## src/rtl/core/asfr_pkg.sv

```systemverilog
// ----------------------------------------------------------------------------
// asfr_pkg: shared types for the air sensor frame receiver
// Frame status codes, the reset header value and the record types that pass
// between the frame collector and the top level.
// ----------------------------------------------------------------------------
package asfr_pkg;

  // frame status codes, in order of check priority from last to first
  typedef enum logic [1:0] {
    ST_OK     = 2'd0,
    ST_SUM    = 2'd1,
    ST_HEADER = 2'd2,
    ST_LENGTH = 2'd3
  } status_t;

  // expected first byte of a frame after reset
  localparam logic [7:0] HEADER_RESET = 8'h5F;

  // one accepted request as seen by the collector
  typedef struct packed {
    logic       take_byte;
    logic       take_idle;
    logic [7:0] data;
  } coll_req_t;

  // frame check outcome, meaningful when an idle event is taken
  typedef struct packed {
    status_t     status;
    logic [15:0] voc;
    logic [15:0] formaldehyde;
    logic [15:0] co2;
  } frame_res_t;

endpackage

```

## src/rtl/core/asfr_ifs.sv

```systemverilog
// ----------------------------------------------------------------------------
// asfr interfaces: request and result channels
// Valid/ready channels; a transfer happens on a rising edge with both high.
// ----------------------------------------------------------------------------
interface asfr_in_if;
  logic       valid;
  logic       ready;
  logic       command;
  logic [7:0] rx_byte;

  modport source (output valid, command, rx_byte, input ready);
  modport sink (input valid, command, rx_byte, output ready);
endinterface

interface asfr_out_if;
  logic        valid;
  logic        ready;
  logic [1:0]  frame_status;
  logic [15:0] voc_raw;
  logic [15:0] formaldehyde_raw;
  logic [15:0] co2_raw;

  modport source (output valid, frame_status, voc_raw, formaldehyde_raw, co2_raw,
                  input ready);
  modport sink (input valid, frame_status, voc_raw, formaldehyde_raw, co2_raw,
                output ready);
endinterface

```

## src/rtl/core/air_sensor_frame_receiver.sv

```systemverilog
// ----------------------------------------------------------------------------
// air_sensor_frame_receiver: sensor frame parser with sum checksum
// Collects UART bytes into a frame and reports status and three readings
// each time the line goes idle.
//
// Usage:
//   in_req  : requests; command 0 carries a received byte, command 1 marks
//             line idle and ends the frame.
//   out_res : one result per idle request: status (ok, checksum, header,
//             length) and VOC, formaldehyde and CO2 raw readings.
//   cfg_we / cfg_wdata : header byte register, written while idle.
// Result: registered, and valid in the cycle after its idle request is taken.
// Throughput: one request per cycle while no result stalls; the single output
//   register holds a result; the next request is taken in the cycle it drains.
// Reset: byte count and running sum clear, header returns to 0x5F, no
//   result pending.
// Stall: while a result waits and out_res.ready is low, in_req.ready is
//   low; byte store and count hold.
// ----------------------------------------------------------------------------
module air_sensor_frame_receiver
  import asfr_pkg::*;
#(
  parameter int FRAME_LEN = 8
) (
  input  logic       clk,
  input  logic       rst_n,
  asfr_in_if.sink    in_req,
  asfr_out_if.source out_res,
  input  logic       cfg_we,
  input  logic [7:0] cfg_wdata
);

  logic        idle_taken;
  logic [7:0]  hdr_r;
  logic        advance;
  logic        accept;
  coll_req_t   creq;
  frame_res_t  cres;
  logic        out_vld_r;
  logic        out_vld_nxt;
  frame_res_t  out_res_r;

  // header register
  always_ff @(posedge clk) begin
    if (!rst_n) begin
      hdr_r <= HEADER_RESET;
    end else if (cfg_we) begin
      hdr_r <= cfg_wdata;
    end
  end

  // request handshake: take a request when the result slot is free or drains
  assign advance      = !out_vld_r || out_res.ready;
  assign in_req.ready = advance;
  assign accept       = in_req.valid && advance;

  assign creq.take_byte = accept && !in_req.command;
  assign creq.take_idle = accept && in_req.command;
  assign creq.data      = in_req.rx_byte;
  assign idle_taken     = creq.take_idle;

  asfr_collector #(
    .FRAME_LEN(FRAME_LEN)
  ) u_coll (
    .clk   (clk),
    .rst_n (rst_n),
    .req   (creq),
    .header(hdr_r),
    .res   (cres)
  );

  // result register
  always_comb begin
    out_vld_nxt = out_vld_r;
    if (idle_taken) begin
      out_vld_nxt = 1'b1;
    end else if (out_res.ready) begin
      out_vld_nxt = 1'b0;
    end
  end

  always_ff @(posedge clk) begin
    if (!rst_n) begin
      out_vld_r <= 1'b0;
    end else begin
      out_vld_r <= out_vld_nxt;
    end
  end

  always_ff @(posedge clk) begin
    if (idle_taken) begin
      out_res_r <= cres;
    end
  end

  assign out_res.valid            = out_vld_r;
  assign out_res.frame_status     = out_res_r.status;
  assign out_res.voc_raw          = out_res_r.voc;
  assign out_res.formaldehyde_raw = out_res_r.formaldehyde;
  assign out_res.co2_raw          = out_res_r.co2;

`ifndef ASSERT_OFF
  // an idle request always yields a pending result next cycle
  a_idle_gives_result: assert property (@(posedge clk) disable iff (!rst_n)
    (in_req.valid && in_req.ready && in_req.command) |=> out_res.valid)
    else $error("idle request produced no result");

  // a new result only follows an idle request
  a_result_from_idle: assert property (@(posedge clk) disable iff (!rst_n)
    $rose(out_res.valid) |-> $past(in_req.valid && in_req.ready && in_req.command))
    else $error("result without idle request");

  // readings are zero whenever the frame failed a check
  a_zero_on_error: assert property (@(posedge clk) disable iff (!rst_n)
    (out_res.valid && out_res.frame_status != ST_OK) |->
      (out_res.voc_raw == '0 && out_res.formaldehyde_raw == '0 &&
       out_res.co2_raw == '0))
    else $error("nonzero reading on failed frame");

  // no request is taken while a stalled result waits
  a_no_take_on_stall: assert property (@(posedge clk) disable iff (!rst_n)
    (out_res.valid && !out_res.ready) |-> !in_req.ready)
    else $error("request taken over a stalled result");
`endif

endmodule

```

## src/rtl/core/asfr_collector.sv

```systemverilog
// ----------------------------------------------------------------------------
// asfr_collector: frame byte store and frame checker
// Stores each byte at the running count, keeps a running modulo-256 sum of
// the header and data bytes, and checks length, header and checksum on idle.
// ----------------------------------------------------------------------------
module asfr_collector
  import asfr_pkg::*;
#(
  parameter int FRAME_LEN = 8
) (
  input  logic       clk,
  input  logic       rst_n,
  input  coll_req_t  req,
  input  logic [7:0] header,
  output frame_res_t res
);

  localparam int CW = $clog2(FRAME_LEN + 1);
  localparam logic [CW-1:0] CNT_FULL = CW'(FRAME_LEN);
  localparam logic [CW-1:0] CNT_SUM  = CW'(FRAME_LEN - 1);

  logic [7:0]    frame_r [FRAME_LEN];
  logic [CW-1:0] count_r;
  logic [CW-1:0] count_nxt;
  logic [7:0]    sum_r;
  logic [7:0]    sum_nxt;
  logic [7:0]    rd_byte [1:6];
  status_t       status;

  // byte store, written at the current count; overflow byte is dropped
  always_ff @(posedge clk) begin
    for (int k = 0; k < FRAME_LEN; k++) begin
      if (req.take_byte && count_r == CW'(k)) begin
        frame_r[k] <= req.data;
      end
    end
  end

  // count and running sum of the bytes ahead of the checksum byte
  always_comb begin
    count_nxt = count_r;
    sum_nxt   = sum_r;
    if (req.take_idle) begin
      count_nxt = '0;
      sum_nxt   = '0;
    end else if (req.take_byte) begin
      if (count_r == CNT_FULL) begin
        count_nxt = '0;
        sum_nxt   = '0;
      end else begin
        count_nxt = count_r + 1'b1;
        if (count_r < CNT_SUM) begin
          sum_nxt = sum_r + req.data;
        end
      end
    end
  end

  always_ff @(posedge clk) begin
    if (!rst_n) begin
      count_r <= '0;
      sum_r   <= '0;
    end else begin
      count_r <= count_nxt;
      sum_r   <= sum_nxt;
    end
  end

  // reading bytes; a position at or past the checksum byte reads as zero
  for (genvar g = 1; g <= 6; g++) begin : g_rd
    if (g < FRAME_LEN - 1) begin : g_on
      assign rd_byte[g] = frame_r[g];
    end else begin : g_off
      assign rd_byte[g] = '0;
    end
  end

  // checks in priority order: length, header, checksum
  always_comb begin
    if (count_r != CNT_FULL) begin
      status = ST_LENGTH;
    end else if (frame_r[0] != header) begin
      status = ST_HEADER;
    end else if (sum_r != frame_r[FRAME_LEN-1]) begin
      status = ST_SUM;
    end else begin
      status = ST_OK;
    end
  end

  // readings are zeroed on any error
  always_comb begin
    res.status = status;
    if (status == ST_OK) begin
      res.voc          = {rd_byte[1], rd_byte[2]};
      res.formaldehyde = {rd_byte[3], rd_byte[4]};
      res.co2          = {rd_byte[5], rd_byte[6]};
    end else begin
      res.voc          = '0;
      res.formaldehyde = '0;
      res.co2          = '0;
    end
  end

endmodule

```

## src/flat_wrapper.sv

```systemverilog
// flat-port wrapper written by rule: the top's interface ports become plain ports
module air_sensor_frame_receiver_flat import asfr_pkg::*;
#(
  parameter int FRAME_LEN = 8
)
  (clk, rst_n, cfg_we, cfg_wdata, in_req_valid, in_req_command, in_req_rx_byte, in_req_ready, out_res_valid, out_res_frame_status, out_res_voc_raw, out_res_formaldehyde_raw, out_res_co2_raw, out_res_ready);
  asfr_in_if in_req_i ();
  asfr_out_if out_res_i ();
  input  logic clk;
  input  logic rst_n;
  input  logic cfg_we;
  input  logic [7:0] cfg_wdata;
  input wire logic [$bits(in_req_i.valid)-1:0] in_req_valid;
  input wire logic [$bits(in_req_i.command)-1:0] in_req_command;
  input wire logic [$bits(in_req_i.rx_byte)-1:0] in_req_rx_byte;
  output wire logic [$bits(in_req_i.ready)-1:0] in_req_ready;
  output wire logic [$bits(out_res_i.valid)-1:0] out_res_valid;
  output wire logic [$bits(out_res_i.frame_status)-1:0] out_res_frame_status;
  output wire logic [$bits(out_res_i.voc_raw)-1:0] out_res_voc_raw;
  output wire logic [$bits(out_res_i.formaldehyde_raw)-1:0] out_res_formaldehyde_raw;
  output wire logic [$bits(out_res_i.co2_raw)-1:0] out_res_co2_raw;
  input wire logic [$bits(out_res_i.ready)-1:0] out_res_ready;
  assign in_req_i.valid = in_req_valid;
  assign in_req_i.command = in_req_command;
  assign in_req_i.rx_byte = in_req_rx_byte;
  assign in_req_ready = in_req_i.ready;
  assign out_res_valid = out_res_i.valid;
  assign out_res_frame_status = out_res_i.frame_status;
  assign out_res_voc_raw = out_res_i.voc_raw;
  assign out_res_formaldehyde_raw = out_res_i.formaldehyde_raw;
  assign out_res_co2_raw = out_res_i.co2_raw;
  assign out_res_i.ready = out_res_ready;
  air_sensor_frame_receiver #(.FRAME_LEN(FRAME_LEN)) u_core (.clk(clk), .rst_n(rst_n), .in_req(in_req_i), .out_res(out_res_i), .cfg_we(cfg_we), .cfg_wdata(cfg_wdata));
endmodule
```

## config.mk

```make
export PLATFORM = sky130hd
export DESIGN_NAME = air_sensor_frame_receiver_flat
export DESIGN_NICKNAME = d
export VERILOG_FILES = /design/src/rtl/core/asfr_pkg.sv /design/src/rtl/core/asfr_ifs.sv /design/src/rtl/core/air_sensor_frame_receiver.sv /design/src/rtl/core/asfr_collector.sv /design/src/flat_wrapper.sv
export SDC_FILE = /design/constraint.sdc
export NUM_CORES = 1
export LEC_CHECK = 0
export CORE_MARGIN = 10
export CORE_UTILIZATION = 40
export CTS_BUF_LIST = sky130_fd_sc_hd__clkbuf_4 sky130_fd_sc_hd__clkbuf_8
export DETAILED_ROUTE_END_ITERATION = 8
export DONT_BUFFER_PORTS = 1
export GPL_TIMING_DRIVEN = 0
export PLACE_DENSITY = 0.52
export SLEW_MARGIN = 0
export SYNTH_ARGS = -nofsm -noshare
export SYNTH_HDL_FRONTEND = slang
export SYNTH_HIERARCHICAL = 1
export SYNTH_SLANG_ARGS = --single-unit
```

## constraint.sdc

```tcl
create_clock -name clk -period 3.56 [get_ports clk]
set_input_delay 0.534 -clock clk [delete_from_list [all_inputs] [get_ports clk]]
set_output_delay 0.534 -clock clk [all_outputs]
set_load 0.03 [all_outputs]
```

==> results of run 1 <==
## power by group
group	total, uW	internal [uW]	switching, uW
logic	107	43.4	63.8
registers	1800	1750	54.4
clock network	1130	603	531
total	3040	2390	650
## layer usage
layer / up-vias / wire length [um] / share of wire
met1: 1204 / 4070 / 0.43
met4: 0 / 124 / 0.013
met5: - / 0 / 0
met3: 15 / 773 / 0.081
li1: 1257 / - / -
met2: 78 / 4570 / 0.48
## synth_stat cells, types with 2 or more instances
library cell	count	share of area
clkbuf_1	3	0.0022
mux2i_1	11	0.021
a22o_1	2	0.0034
inv_1	4	0.0029
dfxtp_1	21	0.081
nand2_1	13	0.0094
clkbuf_2	2	0.0019
a22oi_1	3	0.0043
nor2b_1	6	0.0072
nor3_1	3	0.0029
and2_1	52	0.063
ha_1	11	0.026
nand4_1	3	0.0036
nor2_1	19	0.014
a21oi_1	8	0.0077
edfxtp_1	114	0.66
buf_6	3	0.0065
nand3_1	3	0.0029
xnor2_1	11	0.019
xor2_1	10	0.017
nand2b_1	4	0.0048
a211oi_1	2	0.0029
o21ai_0	8	0.0077
and3_1	5	0.0060
## cell families (layout without fill, tap and decap cells)
kind of cell | after synthesis | count (layout)
AOI/OAI and AO/OA | 30 | 30
xor gates and xnor gates | 21 | 21
adders and majority gates | 12 | 12
buffers and inverters | 14 | 47
DFF | 135 | 135
muxes | 11 | 11
and+or+nand+nor | 113 | 113
## how the worst max path moves through the flow
stage | to | depth (start not counted)
floorplan | u_core/u_coll/sum_r[5] | 6
global placement | u_core/u_coll/sum_r[5] | 6
detailed placement | u_core/u_coll/frame_r[1][26] | 5
CTS | u_core/u_coll/frame_r[0][24] | 6
global route | u_core/u_coll/frame_r[0][31] | 6
finish | u_core/u_coll/frame_r[1][29] | 5
## through the flow
stage / area (um^2) / utilization / setup TNS, ns / total power (uW) / worst slack (ns)
floorplan: 5200 / - / 0 / 1910 / 0.518
global placement: 5410 / 0.427 / -1.72 / 1940 / -0.332
detailed placement: 5440 / 0.429 / 0 / 1940 / 0.881
CTS: 5800 / 0.458 / 0 / 3090 / 0.967
global route: 5800 / 0.458 / 0 / 3180 / 0.783
finish: 5800 / 0.458 / 0 / 3040 / 0.997
## cell type report
class	instances	area share
Sequential cell	135	0.663
Buffer	10	0.0116
Multi-Input combinational cell	187	0.220
Timing Repair Buffer	1	0.00345
Tap cell	172	0.0371
Inverter	4	0.00259
Clock inverter	9	0.0138
Clock buffer	23	0.0492
## state kept, by name, summed over array words and instances, names as in the netlist
signal,flops
u_core/u_coll/frame_r,64
u_core/out_res.co2_raw,16
u_core/out_res.formaldehyde_raw,16
u_core/out_res.voc_raw,16
u_core/hdr_r,8
u_core/u_coll/sum_r,8
u_core/u_coll/count_r,4
u_core/out_res.frame_status,2
u_core/out_res.valid,1
==> reports/qor.csv, run 1 <==
stage,metric,value,unit
synth,synthCells,336,
global_route,overflow,0,
floorplanning,io_pins,74,
power,ir_worst_vdd,272,uV
hold_path,hp-start,in_req_rx_byte[0],
global_route,antenna_found_initial,0,
synth,syn_area,0.00520,mm^2
drt,first_pass_iters,4,
layout,seq_area,0.00384,mm^2
layout,stdcell_count,541,
drt,num_vias,2554,
sta,slew_headroom,0.454,
layout,final_cell_mix,"114 x edfxtp_1, 52 x and2_1, 21 x dfxtp_1",
run,cap_viol_max_count,0,
worst_setup_path,crit_top_cell,nand2b_1,
clock_tree,cts_tree,yes,
clock_tree,cts_buffer_depth,2,
worst_setup_path,slowest_delay,0.67,ns
clock_tree,postCtsSetupBuffers,0,
floorplanning,fp-row-count,41,
floorplanning,chipWidth,134,um
global_route,grt_pass1_wl,14700,um
clock_tree,path_clk_slew,0.07,ns
worst_setup_path,crit_start,u_core/out_res.valid,
drt,wire_per_inst,17.6,um
place,dp.cells,509,
floorplanning,die_h,134,um
floorplanning,start_util,0.410,
worst_setup_path,crit_required,3.61,ns
synth,synthAdderAreaFrac,0.0303,
drt,viasPerCell,4.72,
global_route,grt_pass1_vias,2482,
worst_setup_path,worst_path_max_delay_cell,nor2_1,
power,p_leak,0.00201,uW
synth,synth_xor_area_frac,0.0354,
synth,avgSynthCellArea,15.5,um^2
power,p_per_area,524,mW/mm^2
sta,whs,0.201,ns
floorplanning,core_area,0.0127,mm^2
sta,tightest_slew,0.816,ns
worst_setup_path,crit_type,flip-flop to flip-flop,
sta,max_freq,390,MHz
sta,rsz0062_at_grt,false,
worst_setup_path,cp_cell_sequence,nand2b_1 > and3b_1 > clkbuf_1 > nand2b_1 > nor2_1,
layout,drive_above_1_share,0.119,
place,routabilityCongestion,0.800,
hold_path,hp-class,primary input to flip-flop,
layout,final_common_cell,edfxtp_1,
global_route,grt_busiest_layer,met2,
clock_tree,clock_latency,0.43,ns
drt,drt_first_iter_violations,130,
synth,synth-simple-area-share,0.122,
layout,fill_cells,1158,
sta,hold_viol,0,
synth,syn_nets,370,
place,detailed_place_hpwl,6410,um
global_route,grt_max_degree,39,
synth,ys.flop_type,edfxtp_1,
worst_setup_path,start_kind,flip-flop,
layout,multi_input_area,0.00127,mm^2
worst_setup_path,timing.rr.end,u_core/u_coll/frame_r[1][29],
global_route,grtUsageMet3,0.0553,
layout,diodes,0,
sta,setup_viol,0,
hold_path,hold-path-endpoint,u_core/u_coll/frame_r[1][24],
worst_setup_path,reg2regPathDepth,5,
clock_tree,cts_root_buf,clkbuf_8,
global_route,grtUsageMet2,0.170,
drt,drc_errors,0,
hold_path,hold_depth,0,
worst_setup_path,crit_family,simple AND/OR/NAND/NOR gates,
clock_tree,htree_levels,4,
floorplanning,dieArea,0.0180,mm^2
worst_setup_path,path_buf_inv,1,
worst_setup_path,r2r_start,u_core/out_res.valid,
sta,slew_violations,0,
clock_tree,post_cts_resized,0,
outcome,status,"finished, final reports clean",
drt,wl,9530,um
drt,postRouteAntennaNets,0,
synth,yosys_warnings,6,
global_route,grt_use_total,0.111,
clock_tree,hold_buffers,0,
layout,fin_nets,390,
synth,synth_top_family_by_area,simple AND/OR/NAND/NOR gates,
place,io_buffers,0,
worst_setup_path,cp_max_fo,8,
synth,synth.distinct_cells,39,
worst_setup_path,cp-end-kind,flip-flop,
global_route,grt_use_met1,0.131,
worst_setup_path,cp.arrival,2.61,ns
synth,ys_seq_elements,135,
synth,synth_compound_area_frac,0.0361,
sta,clock_skew,0.00959,ns
synth,synthArstFlopShare,0,
worst_setup_path,ff2ff_setup_slack,1.0,ns
sta,layout_min_cycle_time,2.56,ns
synth,synth_edf_count,114,
synth,synthMuxAreaShare,0.0212,
layout,areaGrowthSynthToFinish,11.6,%
clock_tree,cts_buffers,17,
sta,min_period_over_period,0.720,
clock_tree,clkSinkCount,135,
synth,ys_seq_area_frac,0.739,
Note: power is estimated with default switching activity, not from simulation.
==> run 2, diff against run 1 <==
--- a/config.mk
+++ b/config.mk
@@ -5,6 +5,7 @@
 export SDC_FILE = /design/constraint.sdc
 export NUM_CORES = 1
 export LEC_CHECK = 0
+export ABC_AREA = 1
 export CORE_MARGIN = 10
 export CORE_UTILIZATION = 40
 export CTS_BUF_LIST = sky130_fd_sc_hd__clkbuf_4 sky130_fd_sc_hd__clkbuf_8
==> constraint.sdc (replaced) <==
create_clock -name clk -period 2.45 [get_ports clk]
set_input_delay 0.3675 -clock clk [delete_from_list [all_inputs] [get_ports clk]]
set_output_delay 0.3675 -clock clk [all_outputs]
set_load 0.03 [all_outputs]
==> run 2 against run 1 <==
Power up 50%. Largest cell class unchanged. Synthesized cell count up 30%. Largest power group unchanged. Critical path type unchanged. Sequential cell count unchanged.
==> reports/qor.csv, run 2 <==
stage,metric,value,unit
worst_setup_path,path_buf_inv,0,
worst_setup_path,crit_required,2.52,ns
drt,viasPerCell,4.61,
sta,slew_headroom,0.485,
worst_setup_path,crit_family,simple AND/OR/NAND/NOR gates,
layout,stdcell_count,658,
sta,layout_min_cycle_time,2.25,ns
worst_setup_path,cp.arrival,2.32,ns
sta,hold_viol,0,
floorplanning,io_pins,74,
drt,drc_errors,0,
synth,ys.flop_type,edfxtp_1,
power,p_per_area,727,mW/mm^2
synth,synth_most_common_cell,edfxtp_1,
hold_path,hp-class,primary input to flip-flop,
sta,min_period_over_period,0.917,
worst_setup_path,cp_cell_sequence,nand2_2 > nand2_1 > nor2_4 > nand2_1 > nor2_1,
clock_tree,cts_buffer_depth,2,
worst_setup_path,crit_top_cell,nand2_1,
layout,post-route-util,0.472,
floorplanning,start_util,0.410,
clock_tree,clkSinkCount,135,
place,routabilityCongestion,0.770,
synth,syn_area,0.00545,mm^2
worst_setup_path,cp-end-kind,flip-flop,
layout,diodes,0,
synth,synth_edf_count,114,
drt,wl,11300,um
clock_tree,cts_buffers,17,
floorplanning,core_area,0.0133,mm^2
sta,slew_violations,0,
synth,synth_top_area_frac,0.628,
outcome,status,"finished, final reports clean",
power,ir_worst_vdd,326,uV
layout,drive_above_1_share,0.164,
run,cap_viol_max_count,0,
synth,avgSynthCellArea,12.5,um^2
synth,ys_seq_area_frac,0.705,
place,dp.cells,614,
floorplanning,fp-row-count,42,
synth,yosys_warnings,6,
synth,ys_top_cells_by_area,"edfxtp_1 63%, dfxtp_1 7.7%, inv_1 5.2%, nand2_1 4.4%, nor3_2 3.5%",
global_route,grt_use_total,0.125,
clock_tree,clock_latency,0.43,ns
worst_setup_path,cp_max_fo,8,
layout,areaGrowthSynthToFinish,15.0,%
synth,yosys.area.top_type,edfxtp_1,
synth,synthArstFlopShare,0,
global_route,antenna_found_initial,0,
global_route,grt_pass1_vias,3113,
synth,synth.distinct_cells,23,
sta,tightest_slew,0.772,ns
layout,fin_nets,503,
synth,synthCells,437,
floorplanning,chipWidth,137,um
layout,final_cell_mix,"114 x edfxtp_1, 75 x inv_1, 63 x nand2_1",
floorplanning,dieArea,0.0187,mm^2
synth,ys_seq_elements,135,
global_route,overflow,0,
sta,rsz0062_at_grt,false,
worst_setup_path,crit_type,flip-flop to flip-flop,
clock_tree,cts_root_buf,clkbuf_8,
place,io_buffers,0,
layout,largest_reg_flops,64,
floorplanning,die_h,137,um
layout,final_common_cell,edfxtp_1,
clock_tree,path_clk_slew,0.07,ns
drt,postRouteAntennaNets,0,
drt,first_pass_iters,4,
worst_setup_path,worst_path_max_delay_cell,nor2_1,
global_route,grt_max_degree,29,
sta,setup_viol,0,
synth,synth_common_cells,"114 x edfxtp_1, 75 x inv_1, 64 x nand2_1, 34 x nor3_1, 24 x nor2_1",
sta,clock_skew,0.0113,ns
global_route,grt_pass1_wl,17200,um
clock_tree,cts_tree,yes,
layout,largest-register,u_core/u_coll/frame_r,
worst_setup_path,start_kind,flip-flop,
place,detailed_place_hpwl,7120,um
drt,drt_first_iter_violations,127,
power,p_leak,0.00237,uW
synth,syn_nets,471,
drt,wire_per_inst,17.1,um
clock_tree,htree_levels,4,
sta,max_freq,445,MHz
drt,num_vias,3032,
worst_setup_path,slowest_delay,0.59,ns
sta,whs,0.0560,ns
-- run 2: cell count changes in the layout (fill, tap and decap cells not counted), moves of 5 or more --
cell,delta
and2_1,-52
a21oi_1,+7
nand3_1,+14
nor3_2,+18
inv_1,+71
nor3_1,+27
mux2i_1,-11
buf_2,+5
dlygate4sd3_1,+8
nand2_1,+50
clkbuf_4,-5
nor2b_1,-6
-- run 2: timing repair --
| item | 4_1_cts | 5_1_grt |
|---|---|---|
| hold buffers | 8 | 0 |
| cloned | 0 | 1 |
| hold endpoints to repair | 64 | 0 |
| setup buffers | 3 | 0 |
| resized for setup | 11 | 2 |
| pin swaps | 2 | 1 |
| setup endpoints to repair | 64 | 7 |
-- run 2: power by group --
group	switching [uW]	internal, uW	total [uW]	leakage (uW)
clock	834	887	1720	0.000194
combinational	142	72.7	214	0.000942
sequential	81.5	2540	2620	0.00123
-- run 2: worst paths after layout --
check	from	endpoint	slack (ns)	cells past startpoint
min reg2reg	u_core/hdr_r[0]	u_core/hdr_r[0]	0.48	2
max	u_core/out_res.valid	u_core/u_coll/frame_r[0][0]	0.20	5
min	cfg_wdata[3]	u_core/hdr_r[3]	0.06	2
max reg2reg	u_core/out_res.valid	u_core/u_coll/frame_r[0][0]	0.20	5
-- run 2: layout make-up --
type,count,area (um^2)
Clock buffer,17,234
Buffer,12,90.1
Timing Repair Buffer,12,155
Clock inverter,15,136
Tap cell,176,220
Sequential cell,135,3840
Inverter,76,285
Fill cell,1220,7030
Multi-Input combinational cell,215,1310
-- run 2: cells by family after synthesis --
logic type      count (synthesis)  share of synthesized area
buf+inv                        88                     0.0689
xor+xnor                       16                     0.0257
compound gates                 22                     0.0202
flops                         135                      0.705
simple gates                  164                      0.151
fa+ha+maj                      12                     0.0289
-- run 2: through the flow --
stage | TNS (ns) | setup WS [ns] | cell area (um^2) | power (uW)
after floorplan | 0 | 0.134 | 5460 | 2800
after global placement | -18.37 | -0.480 | 5680 | 2840
after detailed placement | -15.95 | -0.538 | 5710 | 2850
after CTS | 0 | 0.125 | 6260 | 4630
after global routing | 0 | 0.0167 | 6270 | 4750
final | 0 | 0.203 | 6270 | 4560
-- run 2: per-layer routing --
metal | wire [um] | vias to the layer above | track usage
met3 | 627 | 13 | 0.0517
met2 | 5610 | 66 | 0.210
met1 | 4860 | 1426 | 0.139
li1 | - | 1527 | -
met5 | 0 | - | 0
met4 | 160 | 0 | 0.0479
